File: config.mk
export PLATFORM = sky130hd
export DESIGN_NAME = qlsf_accum
export DESIGN_NICKNAME = d
export VERILOG_FILES = /design/src/rtl/qlsf_pkg.sv /design/src/rtl/qlsf_accum.sv
export SDC_FILE = /design/constraint.sdc
export NUM_CORES = 2
export LEC_CHECK = 0
export ABC_AREA = 1
export BUFFER_PORTS_ARGS = -buffer_cell sky130_fd_sc_hd__buf_2
export CELL_PAD_IN_SITES_DETAIL_PLACEMENT = 1
export CELL_PAD_IN_SITES_GLOBAL_PLACEMENT = 2
export CORE_MARGIN = 3
export CORE_UTILIZATION = 39
export DETAILED_ROUTE_END_ITERATION = 6
export GPL_ROUTABILITY_DRIVEN = 0
export PLACE_DENSITY = 0.91
export SYNTH_ARGS = -nofsm -noshare
export SYNTH_HDL_FRONTEND = slang
export SYNTH_SLANG_ARGS = --single-unit
export TNS_END_PERCENT = 100
File: constraint.sdc
create_clock -name clk -period 16.56 [get_ports clk]
set_input_delay 0.828 -clock clk [delete_from_list [all_inputs] [get_ports clk]]
set_output_delay 0.828 -clock clk [all_outputs]
set_load 0.005 [all_outputs]
File: src/rtl/qlsf_pkg.sv
// Shared types and constants of the quadratic least-squares fit block.
package qlsf_pkg;

  localparam int X_W    = 11;  // width of the coordinate fields
  localparam int COEF_W = 64;  // width of one coefficient field
  localparam int IN_W   = 24;  // x, y packed and padded to whole bytes
  localparam int OUT_W  = 3 * COEF_W;

  // Positions of the running sums in the sum vector.
  localparam int IDX_N    = 0;
  localparam int IDX_SY   = 5;
  localparam int N_SUMS   = 8;

  // Terms of a 3x3 determinant: column picked in rows 0, 1, 2.
  // The first three terms add, the last three subtract.
  localparam int N_TERMS     = 6;
  localparam int N_POS_TERMS = 3;
  localparam logic [2:0] LAST_TERM = 3'd5;
  localparam logic [1:0] TERM_COL [N_TERMS][3] = '{
    '{2'd0, 2'd1, 2'd2},
    '{2'd1, 2'd2, 2'd0},
    '{2'd2, 2'd0, 2'd1},
    '{2'd2, 2'd1, 2'd0},
    '{2'd1, 2'd0, 2'd2},
    '{2'd0, 2'd2, 2'd1}
  };

  // Determinant selectors: the normal matrix, then one per replaced column.
  localparam logic [1:0] DET_MAIN = 2'd0;
  localparam logic [1:0] DET_LAST = 2'd3;

  localparam logic [COEF_W-1:0] COEF_MAX = {1'b0, {(COEF_W-1){1'b1}}};
  localparam logic [COEF_W-1:0] COEF_MIN = {1'b1, {(COEF_W-1){1'b0}}};

  // Commands from the controller to the solver datapath.
  typedef struct packed {
    logic       load_a;      // P = 0, M = first factor, Q = second factor
    logic       load_b;      // M = P, Q = third factor, P = 0
    logic       mul_step;    // one shift-add step
    logic       det_clr;     // clear determinant accumulator
    logic       det_add;     // add or subtract the finished product
    logic       save_d;      // keep the normal determinant
    logic       div_init;    // load dividend and divisor magnitudes
    logic       div_step;    // one restoring division step
    logic       round_q;     // round the quotient to nearest
    logic       store_coef;  // saturate and store one coefficient
    logic [1:0] det_sel;
    logic [2:0] term;
  } qlsf_cmd_t;

  // Controller outputs toward the stream ports and the accumulator.
  typedef struct packed {
    logic in_ready;
    logic finish;    // load result beat and clear the sums
    logic singular;
  } qlsf_ctl_t;

endpackage

File: src/rtl/qlsf_accum.sv
// Point accumulator: pipelined power products and exact running sums.
module qlsf_accum #(
  parameter int CW = 11,
  parameter int NB = 17,
  parameter int W4 = 61
) (
  input  logic                                 clk,
  input  logic                                 rst,
  input  logic                                 in_take,
  input  logic [qlsf_pkg::X_W-1:0]             x_coord,
  input  logic [qlsf_pkg::X_W-1:0]             y_coord,
  input  logic                                 clear,
  output logic                                 busy,
  output logic [qlsf_pkg::N_SUMS-1:0][W4-1:0]  sums
);
  import qlsf_pkg::*;

  logic [NB-1:0]      point_count;
  logic [NB+CW-1:0]   sum_x, sum_y;
  logic [NB+2*CW-1:0] sum_x_sq, sum_xy;
  logic [NB+3*CW-1:0] sum_x_cube, sum_x_sq_y;
  logic [NB+4*CW-1:0] sum_x_quad;

  logic            v1, v2;
  logic [CW-1:0]   x1, y1, x2d, y2d;
  logic [2*CW-1:0] sq1, xy1, sq2, xy2;
  logic [3*CW-1:0] cube2, sqy2;
  logic [4*CW-1:0] quad2;
  logic            keep;

  // Drop points once the count is full.
  assign keep = in_take && !point_count[NB-1];

  always_ff @(posedge clk) begin
    if (rst) begin
      v1 <= 1'b0;
      v2 <= 1'b0;
    end else begin
      v1 <= keep;
      v2 <= v1;
    end
    x1  <= x_coord[CW-1:0];
    y1  <= y_coord[CW-1:0];
    sq1 <= x_coord[CW-1:0] * x_coord[CW-1:0];
    xy1 <= x_coord[CW-1:0] * y_coord[CW-1:0];
    x2d   <= x1;
    y2d   <= y1;
    sq2   <= sq1;
    xy2   <= xy1;
    cube2 <= sq1 * x1;
    quad2 <= sq1 * sq1;
    sqy2  <= sq1 * y1;
  end

  always_ff @(posedge clk) begin
    if (rst || clear) begin
      point_count <= '0;
      sum_x       <= '0;
      sum_x_sq    <= '0;
      sum_x_cube  <= '0;
      sum_x_quad  <= '0;
      sum_y       <= '0;
      sum_xy      <= '0;
      sum_x_sq_y  <= '0;
    end else begin
      if (keep) point_count <= point_count + NB'(1);
      if (v2) begin
        sum_x      <= sum_x + (NB+CW)'(x2d);
        sum_x_sq   <= sum_x_sq + (NB+2*CW)'(sq2);
        sum_x_cube <= sum_x_cube + (NB+3*CW)'(cube2);
        sum_x_quad <= sum_x_quad + (NB+4*CW)'(quad2);
        sum_y      <= sum_y + (NB+CW)'(y2d);
        sum_xy     <= sum_xy + (NB+2*CW)'(xy2);
        sum_x_sq_y <= sum_x_sq_y + (NB+3*CW)'(sqy2);
      end
    end
  end

  assign busy = v1 | v2;
  assign sums[IDX_N]  = W4'(point_count);
  assign sums[1]      = W4'(sum_x);
  assign sums[2]      = W4'(sum_x_sq);
  assign sums[3]      = W4'(sum_x_cube);
  assign sums[4]      = W4'(sum_x_quad);
  assign sums[IDX_SY] = W4'(sum_y);
  assign sums[6]      = W4'(sum_xy);
  assign sums[7]      = W4'(sum_x_sq_y);

endmodule

* Word-level counts from Yosys, hierarchy flattened
Cells that the tools add are included.
Widths: inputs -> output; s select.
** Cells by class
- Add/sub/neg operators :: 8
- Bitwise operators :: 1
- Multiply operators :: 5
- Reduce and logical (&&, ||, !) cells :: 3
** Operator list (number)
- $add 50x33->50 :: 2
- $add 39x22->39 :: 2
- $mul 22x11->33 :: 2
- $add 61x44->61 :: 1
- $add 28x11->28 :: 2
- $mul 11x11->22 :: 2
- $mul 22x22->44 :: 1
- $add 17x1->17 const B :: 1
- $logic_and 1x1->1 :: 1
- $logic_not 1->1 :: 1
- $logic_or 1x1->1 :: 1
- $or 1x1->1 :: 1
** Storage, ports and cells
- Input bits :: 26
- Bits in registers :: 556
- Output and inout port bits :: 489
- Logic and storage cells :: 38

* Logic depth before layout (Yosys ltp)
- Depth after elaboration :: 2
- Mapped depth :: 29
- Depth with buffers taken out :: 27

* Worst setup path after synthesis
No wires, ideal clock.
- Path type :: register -> register
- Start :: register sq1[10]
- End :: register quad2[43]
- Arrival time :: 5834 ps
- Slack :: 10614 ps
- Data required time :: 16448 ps
- Stages on the path, launching flop included :: 26
- Setup time :: 112 ps
- Buffers on the path :: 2
- Clock period less this slack :: 5946 ps
- Path through :: dfxtp_1 -> clkbuf_1 -> clkbuf_1 -> nand2_1 -> fa_1 -> inv_1 -> fa_1 -> inv_1 -> fa_1 -> inv_1 -> fa_1 -> fa_1 -> fa_1 -> inv_1 -> fa_1 -> inv_1 -> ha_1 -> nand2_1 -> nor2_1 -> inv_1 -> o21ai_0 -> a21oi_1 -> o21ai_1 -> nand2_1 -> nand3b_1 -> nand2_1
** Between the ends
- Word-level cells in the longest chain between the ends :: 1
** Ends and longest elaborated chain
- start, declared :: RTL line qlsf_accum.sv:26 : logic [2*CW-1:0] sq1, xy1, sq2, xy2;
- start signal, assigned :: RTL line qlsf_accum.sv:44 : sq1 <= x_coord[CW-1:0] * x_coord[CW-1:0];
- $mul 22x22->44 :: RTL line qlsf_accum.sv:51 : quad2 <= sq1 * sq1;
- end signal, assigned :: RTL line qlsf_accum.sv:51
- end, declared :: RTL line qlsf_accum.sv:28 : logic [4*CW-1:0] quad2;
No other way between the ends.
A chain may end at the register's enable or synchronous reset.

* Worst setup path in the final report
- Start :: register sq1[17]
- End :: register quad2[40]
The elaborated chain is that of the path after synthesis.

==> out/qor.csv <==
metric;value;unit
drt total wl;236000;um
Slew HR;0.122;
routed vias/inst;5.09;
vias after detailed routing;61511;
area share of the largest cell type after synthesis;0.240;
setup TNS;0;ps
Post-Synthesis Cell Area;68000;um^2
Primary FF master, synth;dfxtp_1;
Worst-path clk slew;60;ps
RSZ-0062 raised after global routing;false;
# Max-Cap Violations;0;
hold slack final;325;ps
# fillers;22258;
CTS root buffer;clkbuf_16;
reg2reg start;sq1[17];
Final Hold Fails;0;
layout cell share with drive strength beyond 1;0.0601;
Sink Count;549;
syn_area_per_cell;7.15;um^2
Tot GR Track Use;0.259;
critical path required time;17150;ps
Final HPWL DP;189000;um
endpoints failing setup;0;
top cells by area, synth;fa_1 24%, dfxtp_1 16%, nand2_1 12%;
min-delay worst type;reg2reg;
number of gates resized after CTS;0;
Core ar.;172000;um^2
Commonest cells post-synth;2222 x nand2_1, 2006 x inv_1, 960 x nor2_1;
most common cell in the netlist;nand2_1;
mean routed wirelength per cell;19.5;um
number of synthesized register bits;549;
Max Slew Vio Count;0;
YS warnings;0;
TritonCTS clock tree;done;
outcome;complete, no violations;
CP max FO;44;
length of the first detailed-routing pass in iterations;7;
die area;179000;um^2
# Post-CTS Setup Buffers;0;
Fmax;151;MHz
Die H;423;um
Residual DRC;0;
number of global-route vias before repair;66150;
remaining antenna violation count;0;
period utilisation layout;0.399;
Startpoint Class;register;
Crit. Startpoint;sq1[17];
Tmin final;6600;ps
Util after Layout;0.427;
Clock Path Buffers;3;
r2r setup slk;9960;ps
Post-synth EDFFs;0;
hold buffer count at CTS;0;
Site Rows;152;
post-synth top area cell;fa_1;
Layout Area Growth over Synthesis;8.35;%
Gate Count Post-Synth;9508;
antenna violations before repair;8;
Worst-Margin Slew;1310;ps
WS Path Type;reg2reg;
Final nets;11163;
Starting Density;0.394;
Worst Clk Skew;49.4;ps
Critical Path Sink Type;register;
Initial DRC Count;3139;
H-tree levels;3;
cts bufs inserted;71;
first-pass GRT wire length;369000;um
# IOs;515;
Worst EP arrival;7190;ps
port bufs;338;
Worst Min Path Start;xy1[7];
grt total ovfl;0;
post-synthesis sequential area ratio;0.162;
Distinct cells, synth;58;
Post-synth ARST share;0;
Die X;423;um
worst skew pair latency;710;ps
largest net degree at the start of global routing;89;
## final timing paths
check              end  cells past startpoint
max reg2reg  quad2[40]                     26
min             xy2[7]                      0
max          quad2[40]                     26
min reg2reg     xy2[7]                      0
## metrics by stage
step           area, um^2  setup WS, ps  instances
2_1_floorplan       68700         10610       9703
3_3_place_gp        71300         10060      11945
3_5_place_dp        71300          9960      11945
4_1_cts             73600          9960      12075
5_1_grt             73600          9520      12075
6_report            73600          9960      12077
## placed cells by master, fill, tap and decap left out, types with 10 or more instances in the layout
cell type,synthesis,final
nor4_1,20,20
dfxtp_1,549,527
nor2_2,11,10
o21ai_0,345,345
clkbuf_8,0,10
a21oi_1,482,482
dfxtp_2,0,21
clkinv_2,0,10
a21o_1,30,30
inv_1,2006,2006
buf_4,177,44
and2_1,10,10
o21bai_1,29,29
buf_2,7,338
clkbuf_16,0,73
o21a_1,23,23
nor2_1,960,960
clkbuf_1,238,11
o211ai_1,12,12
xnor2_1,62,62
xor2_1,186,186
a31oi_1,29,29
fa_1,816,816
nor3_1,105,105
ha_1,613,613
nand3b_1,10,10
nand2_1,2222,2222
conb_1,2,197
nand4_1,59,59
o21ai_1,32,32
nand3_1,348,348
## cell type report
| class | count | area [um^2] | share of cell area |
|---|---|---|---|
| Multi-Input combinational cell | 6695 | 47800 | 0.649 |
| Sequential cell | 549 | 11000 | 0.150 |
| Inverter | 2009 | 7550 | 0.102 |
| Tap cell | 2310 | 2890 | 0.0392 |
| Timing Repair Buffer | 382 | 2020 | 0.0275 |
| Clock buffer | 94 | 2010 | 0.0272 |
| Clock inverter | 36 | 348 | 0.00472 |
| Antenna cell | 2 | 5.00 | 0.0000680 |
## cell families (layout without fill, tap and decap cells)
kind of cell | Yosys count | after routing | synth area share
AO/OA/AOI/OAI | 1028 | 1028 | 0.0821
AND/OR/NAND/NOR | 3793 | 3793 | 0.225
XOR/XNOR | 248 | 248 | 0.0320
flip-flops | 549 | 549 | 0.162
buffers and inverters | 2459 | 2521 | 0.146
other | 2 | 199 | 0.000110
adder cells (fa/ha/maj) | 1429 | 1429 | 0.353
## critical path, cell delays in order (launching register included)
cell and delay [ps]:
dfxtp_2 310, buf_4 510, nand2_1 250, fa_1 590
inv_1 50, fa_1 510, inv_1 60, fa_1 480
inv_1 60, fa_1 490, fa_1 520, fa_1 490
inv_1 50, fa_1 470, inv_1 40, ha_1 390
nand2_1 140, nor2_1 140, inv_1 110, nor2_1 150
nand3_1 90, nand4_1 220, nand2_1 100, inv_1 80
nor2_1 50, nand2_1 60, nand2_1 50
## state kept, by name, indices dropped and copies added (netlist names), 17 cells and up
| signal | count |
|---|---|
| sum_x_sq_y | 50 |
| xy1 | 22 |
| xy2 | 22 |
| sum_x_quad | 61 |
| sum_x_sq | 39 |
| point_count | 17 |
| quad2 | 43 |
| sq1 | 21 |
| sq2 | 20 |
| sum_x | 28 |
| cube2 | 32 |
| sum_x_cube | 50 |
| sum_y | 28 |
| sum_xy | 39 |
| sqy2 | 33 |
## routing by layer
layer	vias up	track usage	routed length, um
met5	-	0	41
li1	28916	-	-
met1	30904	0.346	106000
met4	6	0.0829	7380
met2	1350	0.440	111000
met3	335	0.0265	10900
Power is left out: the tool's default activity adds up to more than one toggle a clock period on the data nets, which glitch-free logic cannot reach.
