`config.mk`:
```
export PLATFORM = sky130hd
export DESIGN_NAME = qlsf_ctrl
export DESIGN_NICKNAME = d
export VERILOG_FILES = /design/src/rtl/qlsf_pkg.sv /design/src/rtl/qlsf_ctrl.sv
export SDC_FILE = /design/constraint.sdc
export NUM_CORES = 1
export LEC_CHECK = 0
export ABC_AREA = 1
export BUFFER_PORTS_ARGS = -buffer_cell sky130_fd_sc_hd__buf_4
export CAP_MARGIN = 20
export CORE_UTILIZATION = 30
export DETAILED_ROUTE_END_ITERATION = 8
export GPL_TIMING_DRIVEN = 0
export PLACE_DENSITY = 0.53
export SETUP_SLACK_MARGIN = 0.5
export SLEW_MARGIN = 10
export SYNTH_ARGS = -nofsm -noshare
export SYNTH_HDL_FRONTEND = slang
export SYNTH_SLANG_ARGS = --single-unit
```
`constraint.sdc`:
```
create_clock -name clk -period 1.7 [get_ports clk]
set_input_delay 0.34 -clock clk [delete_from_list [all_inputs] [get_ports clk]]
set_output_delay 0.34 -clock clk [all_outputs]
set_load 0.005 [all_outputs]
```
`src/rtl/qlsf_pkg.sv`:
```
// Shared types and constants of the quadratic least-squares fit block.
package qlsf_pkg;

  localparam int X_W    = 11;  // width of the coordinate fields
  localparam int COEF_W = 64;  // width of one coefficient field
  localparam int IN_W   = 24;  // x, y packed and padded to whole bytes
  localparam int OUT_W  = 3 * COEF_W;

  // Positions of the running sums in the sum vector.
  localparam int IDX_N    = 0;
  localparam int IDX_SY   = 5;
  localparam int N_SUMS   = 8;

  // Terms of a 3x3 determinant: column picked in rows 0, 1, 2.
  // The first three terms add, the last three subtract.
  localparam int N_TERMS     = 6;
  localparam int N_POS_TERMS = 3;
  localparam logic [2:0] LAST_TERM = 3'd5;
  localparam logic [1:0] TERM_COL [N_TERMS][3] = '{
    '{2'd0, 2'd1, 2'd2},
    '{2'd1, 2'd2, 2'd0},
    '{2'd2, 2'd0, 2'd1},
    '{2'd2, 2'd1, 2'd0},
    '{2'd1, 2'd0, 2'd2},
    '{2'd0, 2'd2, 2'd1}
  };

  // Determinant selectors: the normal matrix, then one per replaced column.
  localparam logic [1:0] DET_MAIN = 2'd0;
  localparam logic [1:0] DET_LAST = 2'd3;

  localparam logic [COEF_W-1:0] COEF_MAX = {1'b0, {(COEF_W-1){1'b1}}};
  localparam logic [COEF_W-1:0] COEF_MIN = {1'b1, {(COEF_W-1){1'b0}}};

  // Commands from the controller to the solver datapath.
  typedef struct packed {
    logic       load_a;      // P = 0, M = first factor, Q = second factor
    logic       load_b;      // M = P, Q = third factor, P = 0
    logic       mul_step;    // one shift-add step
    logic       det_clr;     // clear determinant accumulator
    logic       det_add;     // add or subtract the finished product
    logic       save_d;      // keep the normal determinant
    logic       div_init;    // load dividend and divisor magnitudes
    logic       div_step;    // one restoring division step
    logic       round_q;     // round the quotient to nearest
    logic       store_coef;  // saturate and store one coefficient
    logic [1:0] det_sel;
    logic [2:0] term;
  } qlsf_cmd_t;

  // Controller outputs toward the stream ports and the accumulator.
  typedef struct packed {
    logic in_ready;
    logic finish;    // load result beat and clear the sums
    logic singular;
  } qlsf_ctl_t;

endpackage

```
`src/rtl/qlsf_ctrl.sv`:
```
// Solve sequencer: walks terms, determinants, division and result hand-off.
module qlsf_ctrl #(
  parameter int W4 = 61,
  parameter int NW = 218
) (
  input  logic                clk,
  input  logic                rst,
  input  logic                in_last,
  input  logic                acc_busy,
  input  logic                d_zero,
  input  logic                out_free,
  output qlsf_pkg::qlsf_cmd_t cmd,
  output qlsf_pkg::qlsf_ctl_t ctl
);
  import qlsf_pkg::*;

  localparam int CNTW = $clog2(NW + 1);
  localparam logic [CNTW-1:0] MUL_LAST = CNTW'(W4 - 1);
  localparam logic [CNTW-1:0] DIV_LAST = CNTW'(NW - 1);

  typedef enum logic [13:0] {
    S_IDLE  = 14'b00000000000001,
    S_DRAIN = 14'b00000000000010,
    S_LOADA = 14'b00000000000100,
    S_MULA  = 14'b00000000001000,
    S_LOADB = 14'b00000000010000,
    S_MULB  = 14'b00000000100000,
    S_ADD   = 14'b00000001000000,
    S_SAVE  = 14'b00000010000000,
    S_CHECK = 14'b00000100000000,
    S_DIVI  = 14'b00001000000000,
    S_DIV   = 14'b00010000000000,
    S_ROUND = 14'b00100000000000,
    S_STORE = 14'b01000000000000,
    S_DONE  = 14'b10000000000000
  } state_t;

  state_t          state, state_next;
  logic [CNTW-1:0] cnt;
  logic [2:0]      term;
  logic [1:0]      sel;
  logic            sing;

  always_comb begin
    state_next   = state;
    cmd          = '0;
    cmd.det_sel  = sel;
    cmd.term     = term;
    ctl.in_ready = 1'b0;
    ctl.finish   = 1'b0;
    ctl.singular = sing;
    unique case (state)
      S_IDLE: begin
        ctl.in_ready = 1'b1;
        if (in_last) state_next = S_DRAIN;
      end
      S_DRAIN: if (!acc_busy) state_next = S_LOADA;
      S_LOADA: begin
        cmd.load_a  = 1'b1;
        cmd.det_clr = (term == 3'd0);
        state_next  = S_MULA;
      end
      S_MULA: begin
        cmd.mul_step = 1'b1;
        if (cnt == MUL_LAST) state_next = S_LOADB;
      end
      S_LOADB: begin
        cmd.load_b = 1'b1;
        state_next = S_MULB;
      end
      S_MULB: begin
        cmd.mul_step = 1'b1;
        if (cnt == MUL_LAST) state_next = S_ADD;
      end
      S_ADD: begin
        cmd.det_add = 1'b1;
        if (term != LAST_TERM)     state_next = S_LOADA;
        else if (sel == DET_MAIN)  state_next = S_SAVE;
        else                       state_next = S_DIVI;
      end
      S_SAVE: begin
        cmd.save_d = 1'b1;
        state_next = S_CHECK;
      end
      S_CHECK: state_next = d_zero ? S_DONE : S_LOADA;
      S_DIVI: begin
        cmd.div_init = 1'b1;
        state_next   = S_DIV;
      end
      S_DIV: begin
        cmd.div_step = 1'b1;
        if (cnt == DIV_LAST) state_next = S_ROUND;
      end
      S_ROUND: begin
        cmd.round_q = 1'b1;
        state_next  = S_STORE;
      end
      S_STORE: begin
        cmd.store_coef = 1'b1;
        state_next     = (sel == DET_LAST) ? S_DONE : S_LOADA;
      end
      S_DONE: begin
        if (out_free) begin
          ctl.finish = 1'b1;
          state_next = S_IDLE;
        end
      end
      default: state_next = S_IDLE;
    endcase
  end

  always_ff @(posedge clk) begin
    if (rst) begin
      state <= S_IDLE;
      cnt   <= '0;
      term  <= '0;
      sel   <= DET_MAIN;
      sing  <= 1'b0;
    end else begin
      state <= state_next;
      cnt   <= (state == S_MULA || state == S_MULB || state == S_DIV) ? cnt + CNTW'(1) : '0;
      if (state == S_ADD) term <= (term == LAST_TERM) ? 3'd0 : term + 3'd1;
      if (state == S_IDLE) begin
        sel  <= DET_MAIN;
        sing <= 1'b0;
        term <= 3'd0;
      end
      if (state == S_CHECK) begin
        sel  <= 2'd1;
        sing <= d_zero;
      end
      if (state == S_STORE) sel <= sel + 2'd1;
    end
  end

endmodule

```
# Yosys cells after proc, flatten, opt, wreduce, memory -nomap -nowiden

Cells that the tools add are included.

Flip-flop bits (word level): 28
Output and inout bits: 18
Word-level logic and storage cells: 74
Bits of input ports: 6

Bitwise logic cells: 1
Eq/ne operators: 25
Reduce and logical (&&, ||, !) cells: 10
Add/sub/neg operators: 3
Multiplexer cells: 30

Operators by type and width:

| cell                 | count |
|---|---|
| $pmux 14 s14         | 1 |
| $mux 14              | 9 |
| $mux 1               | 15 |
| $eq 14x1->1 const B  | 1 |
| $eq 14x10->1 const B | 1 |
| $eq 14x11->1 const B | 1 |
| $eq 14x12->1 const B | 1 |
| $eq 14x13->1 const B | 1 |
| $eq 14x14->1 const B | 1 |
| $eq 14x2->1 const B  | 1 |
| $eq 14x3->1 const B  | 1 |
| $eq 14x4->1 const B  | 1 |
| $eq 14x5->1 const B  | 1 |
| $eq 14x6->1 const B  | 1 |
| $eq 14x7->1 const B  | 1 |
| $eq 14x8->1 const B  | 1 |
| $eq 14x9->1 const B  | 1 |
| $ne 2x2->1 const B   | 6 |
| $mux 10              | 1 |
| $add 8x1->8 const B  | 1 |
| $eq 8x6->1 const B   | 1 |
| $eq 8x8->1 const B   | 1 |
| $mux 2               | 3 |
| $reduce_and 6->1     | 1 |
| other kinds (13)     | 16 |

# Longest topological paths before layout

Gate-level depths: netlist of run 1.

Depth in word-level cells: 5
Depth in mapped cells: 13
Depth with buffers taken out: 13

# Worst setup path before layout of run 1

OpenSTA, ideal clock, no wires.

Kind: reg-to-output
Start: register state[12]
End: output cmd[11] (netlist name)
Required time: 1360 ps
Buffers on the path: 1
Cell stages (with the launch flop): 7
Arrival: 1096 ps
Slack: 264 ps
Path through: dfxtp_1 > nor2_4 > inv_2 > nor2_4 > buf_6 > nand2_1 > nor4_1

RTL lines:

| element                | line             | text |
|---|---|---|
| start, declared        | qlsf_ctrl.sv:38  | `state_t state, state_next;` |
| start signal, assigned | qlsf_ctrl.sv:120 | `state <= state_next;` |
| end, declared          | qlsf_ctrl.sv:12  | `output qlsf_pkg::qlsf_cmd_t cmd,` |

==> impl_metrics.csv, run 1 <==
group,metric,value,unit
run_status,run_status,"finished with violations",
run_status,failed_checks,"negative setup slack",
worst_setup_path,criticalPathCategory,"register to output port",
yosys,post_synth_mux_area_share,0,%
clocking,cts.sink_count,28,
timing,worst_slew_pin_slew,0.298,ns
routing,route.antenna.remaining_nets,0,
worst_setup_path,critPathLaunchType,"register",
worst_setup_path,path_cells,"nor2_4, nand2_2, nor2_4, buf_6, nand2_2, inv_2, buf_4",
yosys,synth.distinct_cells,34,
yosys,synth_nets,255,
yosys,ys_seq_elements,28,
worst_setup_path,timing.critical_path.buf_inv,3,
yosys,synthesized_area_fraction_occupied_by_ao_oa_aoi_and_oai_cells,5.65,%
worst_setup_path,critical_path.max_fanout,8,
timing,timing.slew.headroom,80.1,%
placed_design,globalplace.congestion,0.730,
worst_setup_path,critical_path_required,1.36,ns
timing,hold-worst-slack,0.351,ns
yosys,synth_top_family_by_area,"simple AND/OR/NAND/NOR gates",
timing,drv_slew,0,
worst_setup_path,worst-endpoint-arrival,1.47,ns
routing,post-route-drc-count,0,
floorplan,floorplan.initialDensity,31.7,%
worst_setup_path,timing.critical_path.max_delay_family,"simple AND/OR/NAND/NOR gates",
finish,fillers,486,
yosys,synth_ff_type,"sky130_fd_sc_hd__dfxtp_1",
job,max_cap_viol_count,0,
timing,timing.final.crit_period,1.81,ns
placed_design,placedCellCount,336,
pwr,p_leak,1.35,nW
global_route,grt_max_degree,16,
finish,antennaDiodeCount,0,
floorplan,die_area,0.00576,mm²
yosys,synth-edff-count,0,
global_route,met3_layer_usage_reported_by_global_route,2.29,%
clocking,clk_pin_slew,0.10,ns
global_route,grtUsageMet2,28.5,%
clocking,clk_path_buf_depth,2,
yosys,fraction_of_synthesized_cell_area_in_xor_and_xnor_cells,2.14,%
yosys,sequential_share_of_the_synthesized_area,34.2,%
floorplan,io_pins,24,
global_route,antenna_violations_before_repair,0,
timing,endpoints_failing_setup,14,
yosys,postSynthCellCount,244,
finish,layout-drive-gt1-share,59.9,%
global_route,global_route.usage.met1,19.6,%
floorplan,floorplan.rows,26,
timing,finalHoldViolCount,0,
finish,final_core_utilization,54.4,%
clocking,cts-buffers-inserted,3,
timing,finalCritPeriodShare,107,%
worst_setup_path,timing.critical_path.to_type,"output port",
finish,layout.cells.non_filler,389,
clocking,worst_skew_pair.late_latency,0.28,ns
finish,regArea,599,µm²
timing,maxClockFrequency,551,MHz
yosys,synthArstFlopShare,0,%
yosys,post_synth_fa_ha_maj_area_fraction,3.82,%
min_path,holdCritPathClass,"input pin to register",
clocking,tritoncts,"done",
worst_setup_path,crit_path_max_incr_delay,0.37,ns
finish,area_growth,71.5,%
routing,wl_per_cell,12.1,µm
routing,firstDrtPassIters,6,
routing,drt-vias-per-instance,4.36,
global_route,first_global_vias,1676,
pwr,irDropWorstVdd,0.385,mV
routing,dr_total_vias,1697,
floorplan,core_area,0.00517,mm²
global_route,grt_overflow_total,0,
clocking,htree_levels,1,
placed_design,dp.final_hpwl,2830,µm
global_route,track_usage,16.0,%
routing,initialDrtViolationCount,44,
global_route,busiest_layer,"met2",
timing,fin_worst_skew,0.0100,ns
clocking,clk_root_buffer_cell,"sky130_fd_sc_hd__clkbuf_8",
finish,finish.net_count,331,
global_route,first_pass_grt_wire_length,7490,µm
timing,final_critical_path_setup_slack,-0.114,ns
floorplan,dieHeight,75.9,µm
yosys,yosys_warnings,0,
placed_design,io_buffers,22,
routing,drt_wl_total,4720,µm
worst_setup_path,critical_path.slowest_cell,"sky130_fd_sc_hd__dfxtp_4",
timing,grt_setup_unrepaired,"true",
yosys,syn-mean-instance-area,6.72,µm²
yosys,synthSimpleGateAreaFrac,43.0,%
finish,multiInputGateArea,0.00124,mm²
pwr,power-per-cell-area,828,mW/mm²
floorplan,die_x,75.9,µm
yosys,synth_area,0.00164,mm²
[tightest hold or removal path: cells and delay by family]
family	cells	cell delay, ns
AO/OA/AOI/OAI	1	0.05
buffers and inverters	1	0.12
AND/OR/NAND/NOR	1	0.09
[final timing paths]
path             start         to  slack [ns]  cells after the start
max          state[11]     ctl[2]       -0.11                      7
min           acc_busy   state[1]        0.35                      3
max reg2reg  state[11]  state[11]       -0.02                     14
min reg2reg     cnt[0]     cnt[0]        0.48                      1
[placed cells by master (no fill, tap or decap), drive strengths merged]
cell | netlist | layout
a211oi | 2 | 2
nand3 | 21 | 21
clkbuf | 1 | 5
o21ai | 2 | 2
nor3b | 2 | 2
a21oi | 7 | 7
nand4 | 3 | 3
buf | 2 | 73
o31ai | 1 | 1
o22ai | 1 | 1
and2 | 1 | 1
o21bai | 1 | 1
or2 | 1 | 1
ha | 5 | 5
nand2 | 55 | 55
xor2 | 2 | 2
nor2 | 57 | 57
dfxtp | 28 | 28
clkinv | 1 | 1
nor3 | 5 | 5
o21a | 1 | 1
nor4 | 1 | 1
xnor2 | 2 | 2
inv | 42 | 42
[timing repair]
action,4_1_cts,5_1_grt
gates resized for setup,66,57
setup endpoints to repair,41,43
hold buffers,0,0
setup buffers,32,17
pin swaps,25,18
[flip-flops by register name (all words and copies together), names as in the netlist]
name	cells
cnt	8
sel	2
sing	1
state	14
term	3
[cells by family after synthesis]
kind of cell,count (synthesis)
adder cells (fa/ha/maj),5
AND/OR/NAND/NOR,146
buffers and inverters,46
XOR/XNOR,4
AO/OA/AOI/OAI,15
flip-flops,28
[power breakdown]
group          switching, mW  total (mW)  internal (mW)
logic                  0.687        1.20          0.518
registers             0.0396       0.733          0.693
clock network          0.222       0.391          0.169
[stage by stage]
step	worst slack [ns]	power, mW	TNS (ns)	area (µm²)
after floorplan	0.351	1.26	0	1730
after global routing	-0.184	2.46	-2.07	2810
after global placement	0.0531	1.44	0	1990
final	-0.114	2.33	-0.875	2810
after CTS	-0.0921	2.05	-0.573	2470
after detailed placement	0.0748	1.44	0	1990
[final cells by class]
type	count	share of cell area, %
inverter	43	6.14
multi-input combinational	170	44.1
buffer	3	0.979
sequential	28	21.3
clock buffer	4	1.60
timing repair buffer	71	22.7
tap	70	3.12
[cells in the mapped netlist, types with 2 or more instances]
master	number	share of area (%)
sky130_fd_sc_hd__a211oi_1	2	0.92
sky130_fd_sc_hd__nand4_1	3	1.1
sky130_fd_sc_hd__nor3_1	5	1.5
sky130_fd_sc_hd__inv_1	38	8.7
sky130_fd_sc_hd__inv_2	4	0.92
sky130_fd_sc_hd__nand3_1	17	5.2
sky130_fd_sc_hd__dfxtp_1	28	34
sky130_fd_sc_hd__xor2_1	2	1.1
sky130_fd_sc_hd__ha_1	5	3.8
sky130_fd_sc_hd__nand3_2	4	2.4
sky130_fd_sc_hd__a21oi_1	7	2.1
sky130_fd_sc_hd__nand2_2	6	2.3
sky130_fd_sc_hd__xnor2_1	2	1.1
sky130_fd_sc_hd__nor2_2	9	3.4
sky130_fd_sc_hd__nand2_1	48	11
sky130_fd_sc_hd__nor2_1	45	10
sky130_fd_sc_hd__nor2_4	2	1.4
[per-layer routing]
layer,part of all wire (%),wire [µm]
met1,44,2090
met2,52,2470
met3,2.3,109
met4,1.1,51
met5,0,0
No activity file was read; power rests on OpenSTA's default activity.
==> run 2, diff against run 1 <==
--- a/config.mk
+++ b/config.mk
@@ -9,6 +9,7 @@
 export BUFFER_PORTS_ARGS = -buffer_cell sky130_fd_sc_hd__buf_4
 export CAP_MARGIN = 20
 export CORE_UTILIZATION = 30
+export CTS_BUF_LIST = sky130_fd_sc_hd__clkbuf_4 sky130_fd_sc_hd__clkbuf_8
 export DETAILED_ROUTE_END_ITERATION = 8
 export GPL_TIMING_DRIVEN = 0
 export PLACE_DENSITY = 0.53
==> impl_metrics.csv, run 2 (synthesis results as in run 1) <==
group,metric,value,unit
run_status,run_status,"finished with violations",
run_status,failed_checks,"negative setup slack",
min_path,holdCritPathClass,"input pin to register",
finish,largest_register_ff_count,14,
routing,route.antenna.remaining_nets,0,
finish,max_flop_register,"state",
pwr,share_comb_of_total_power,51.6,%
global_route,grt_overflow_total,0,
floorplan,floorplan.rows,26,
floorplan,die_area,0.00576,mm²
timing,finalHoldViolCount,0,
finish,antennaDiodeCount,0,
job,max_cap_viol_count,0,
routing,post-route-drc-count,0,
routing,drt-vias-per-instance,4.41,
timing,timing.slew.headroom,80.1,%
finish,final_common_cell,"sky130_fd_sc_hd__buf_4",
worst_setup_path,critical_path.max_fanout,8,
worst_setup_path,critPathLaunchType,"register",
timing,worst_slew_pin_slew,0.298,ns
routing,drt_wl_total,4800,µm
global_route,first_pass_grt_wire_length,7490,µm
timing,timing.final.crit_period,1.81,ns
worst_setup_path,timing.critical_path.buf_inv,3,
worst_setup_path,path_cells,"nor2_4, nand2_2, nor2_4, buf_6, nand2_2, inv_2, buf_4",
timing,drv_slew,0,
global_route,first_global_vias,1676,
pwr,switching_share,40.4,%
worst_setup_path,timing.critical_path.max_delay_family,"simple AND/OR/NAND/NOR gates",
worst_setup_path,timing.critical_path.to_type,"output port",
timing,endpoints_failing_setup,14,
timing,grt_setup_unrepaired,"true",
pwr,clockPowerShare,17.1,%
finish,layout-drive-gt1-share,60.2,%
pwr,switching_power,946,µW
placed_design,globalplace.congestion,0.730,
worst_setup_path,crit_path_max_incr_delay,0.37,ns
routing,initialDrtViolationCount,55,
placed_design,io_buffers,22,
global_route,grt_max_degree,16,
pwr,irDropWorstVdd,0.393,mV
floorplan,floorplan.initialDensity,31.7,%
finish,finish.net_count,331,
routing,dr_total_vias,1715,
clocking,cts.sink_count,28,
placed_design,dp.final_hpwl,2830,µm
pwr,p_leak,1.35,nW
clocking,worst_skew_pair.late_latency,0.28,ns
clocking,cts-buffers-inserted,3,
timing,finalCritPeriodShare,106,%
floorplan,die_x,75.9,µm
timing,maxClockFrequency,553,MHz
worst_setup_path,criticalPathCategory,"register to output port",
pwr,power-per-cell-area,832,mW/mm²
routing,firstDrtPassIters,4,
worst_setup_path,critical_path_required,1.36,ns
pwr,power,2.34,mW
clocking,clk_root_buffer_cell,"sky130_fd_sc_hd__clkbuf_8",
floorplan,io_pins,24,
clocking,tritoncts,"done",
timing,fin_worst_skew,0.00760,ns
floorplan,dieHeight,75.9,µm
clocking,htree_levels,1,
finish,commonest_cells_after_routing_fill_and_taps_aside,"sky130_fd_sc_hd__buf_4, sky130_fd_sc_hd__nor2_1, sky130_fd_sc_hd__buf_6",
timing,final_critical_path_setup_slack,-0.109,ns
pwr,seqPwrFrac,31.3,%
floorplan,core_area,0.00517,mm²
finish,top_registers,"state x14, cnt x8, term x3",
timing,timing.setup.tns,-0.814,ns
global_route,track_usage,16.0,%
clocking,cts_hold_buf,0,
worst_setup_path,critical_path.slowest_cell,"sky130_fd_sc_hd__dfxtp_4",
worst_setup_path,worst-endpoint-arrival,1.47,ns
finish,area_growth,71.8,%
routing,wl_per_cell,12.3,µm
global_route,antenna_violations_before_repair,0,
clocking,clk_path_buf_depth,2,
pwr,internal_power,1.40,mW
finish,fillers,490,
clocking,clk_pin_slew,0.10,ns
-- run 2: cell type report --
class / count / area (µm²) / area share (%)
well taps: 70 / 87.6 / 3.11
plain buffers: 3 / 27.5 / 0.978
inverters: 43 / 173 / 6.13
repair buffers: 71 / 638 / 22.7
clock buffers: 4 / 48.8 / 1.73
multi-input cells: 170 / 1240 / 44.1
flip-flops and latches: 28 / 599 / 21.3
-- run 2: worst min-delay path, delay by kind of cell --
| kind | cells | cell delay [ns] |
|---|---|---|
| compound gates | 1 | 0.05 |
| buf+inv | 1 | 0.12 |
| simple gates | 1 | 0.09 |
-- run 2: what timing repair did --
action | CTS | global route
endpoints found under the setup margin | 41 | 43
resized for setup | 66 | 57
pin swaps | 25 | 18
buffers inserted | 32 | 17
-- run 2: per-stage QoR --
step | worst slack [ns] | std cells | instance area, µm² | util, % | hold slack, ns
2_1_floorplan | 0.351 | 244 | 1730 | - | 0.445
3_3_place_gp | 0.0531 | 336 | 1990 | 38.4 | 0.465
3_5_place_dp | 0.0748 | 336 | 1990 | 38.4 | 0.464
4_1_cts | -0.0924 | 372 | 2480 | 47.9 | 0.333
5_1_grt | -0.184 | 389 | 2820 | 54.4 | 0.339
6_report | -0.109 | 389 | 2820 | 54.4 | 0.353
-- run 2: power groups by stage --
stage / Clock, mW / Sequential, mW / Combinational (mW)
floorplan: 0 / 0.740 / 0.518
global placement: 0 / 0.743 / 0.697
detailed placement: 0 / 0.744 / 0.692
CTS: 0.412 / 0.735 / 0.920
global route: 0.444 / 0.738 / 1.30
finish: 0.401 / 0.733 / 1.21
-- run 2: worst paths after layout --
kind              startpoint   endpoint  slack [ns]  depth (start not counted)
hold reg to reg       cnt[0]     cnt[0]        0.48                          1
setup reg to reg   state[11]  state[11]       -0.02                         14
setup / recovery   state[11]     ctl[2]       -0.11                          7
hold / removal      acc_busy   state[1]        0.35                          3
-- run 2: per-layer routing --
| metal | part of all wire, % | vias up | track usage, % |
|---|---|---|---|
| met1 | 44 | 790 | 19.6 |
| met3 | 2.1 | 5 | 2.29 |
| li1 | - | 902 | - |
| met5 | 0 | - | 0 |
| met2 | 53 | 18 | 28.6 |
| met4 | 0.96 | 0 | 5.38 |
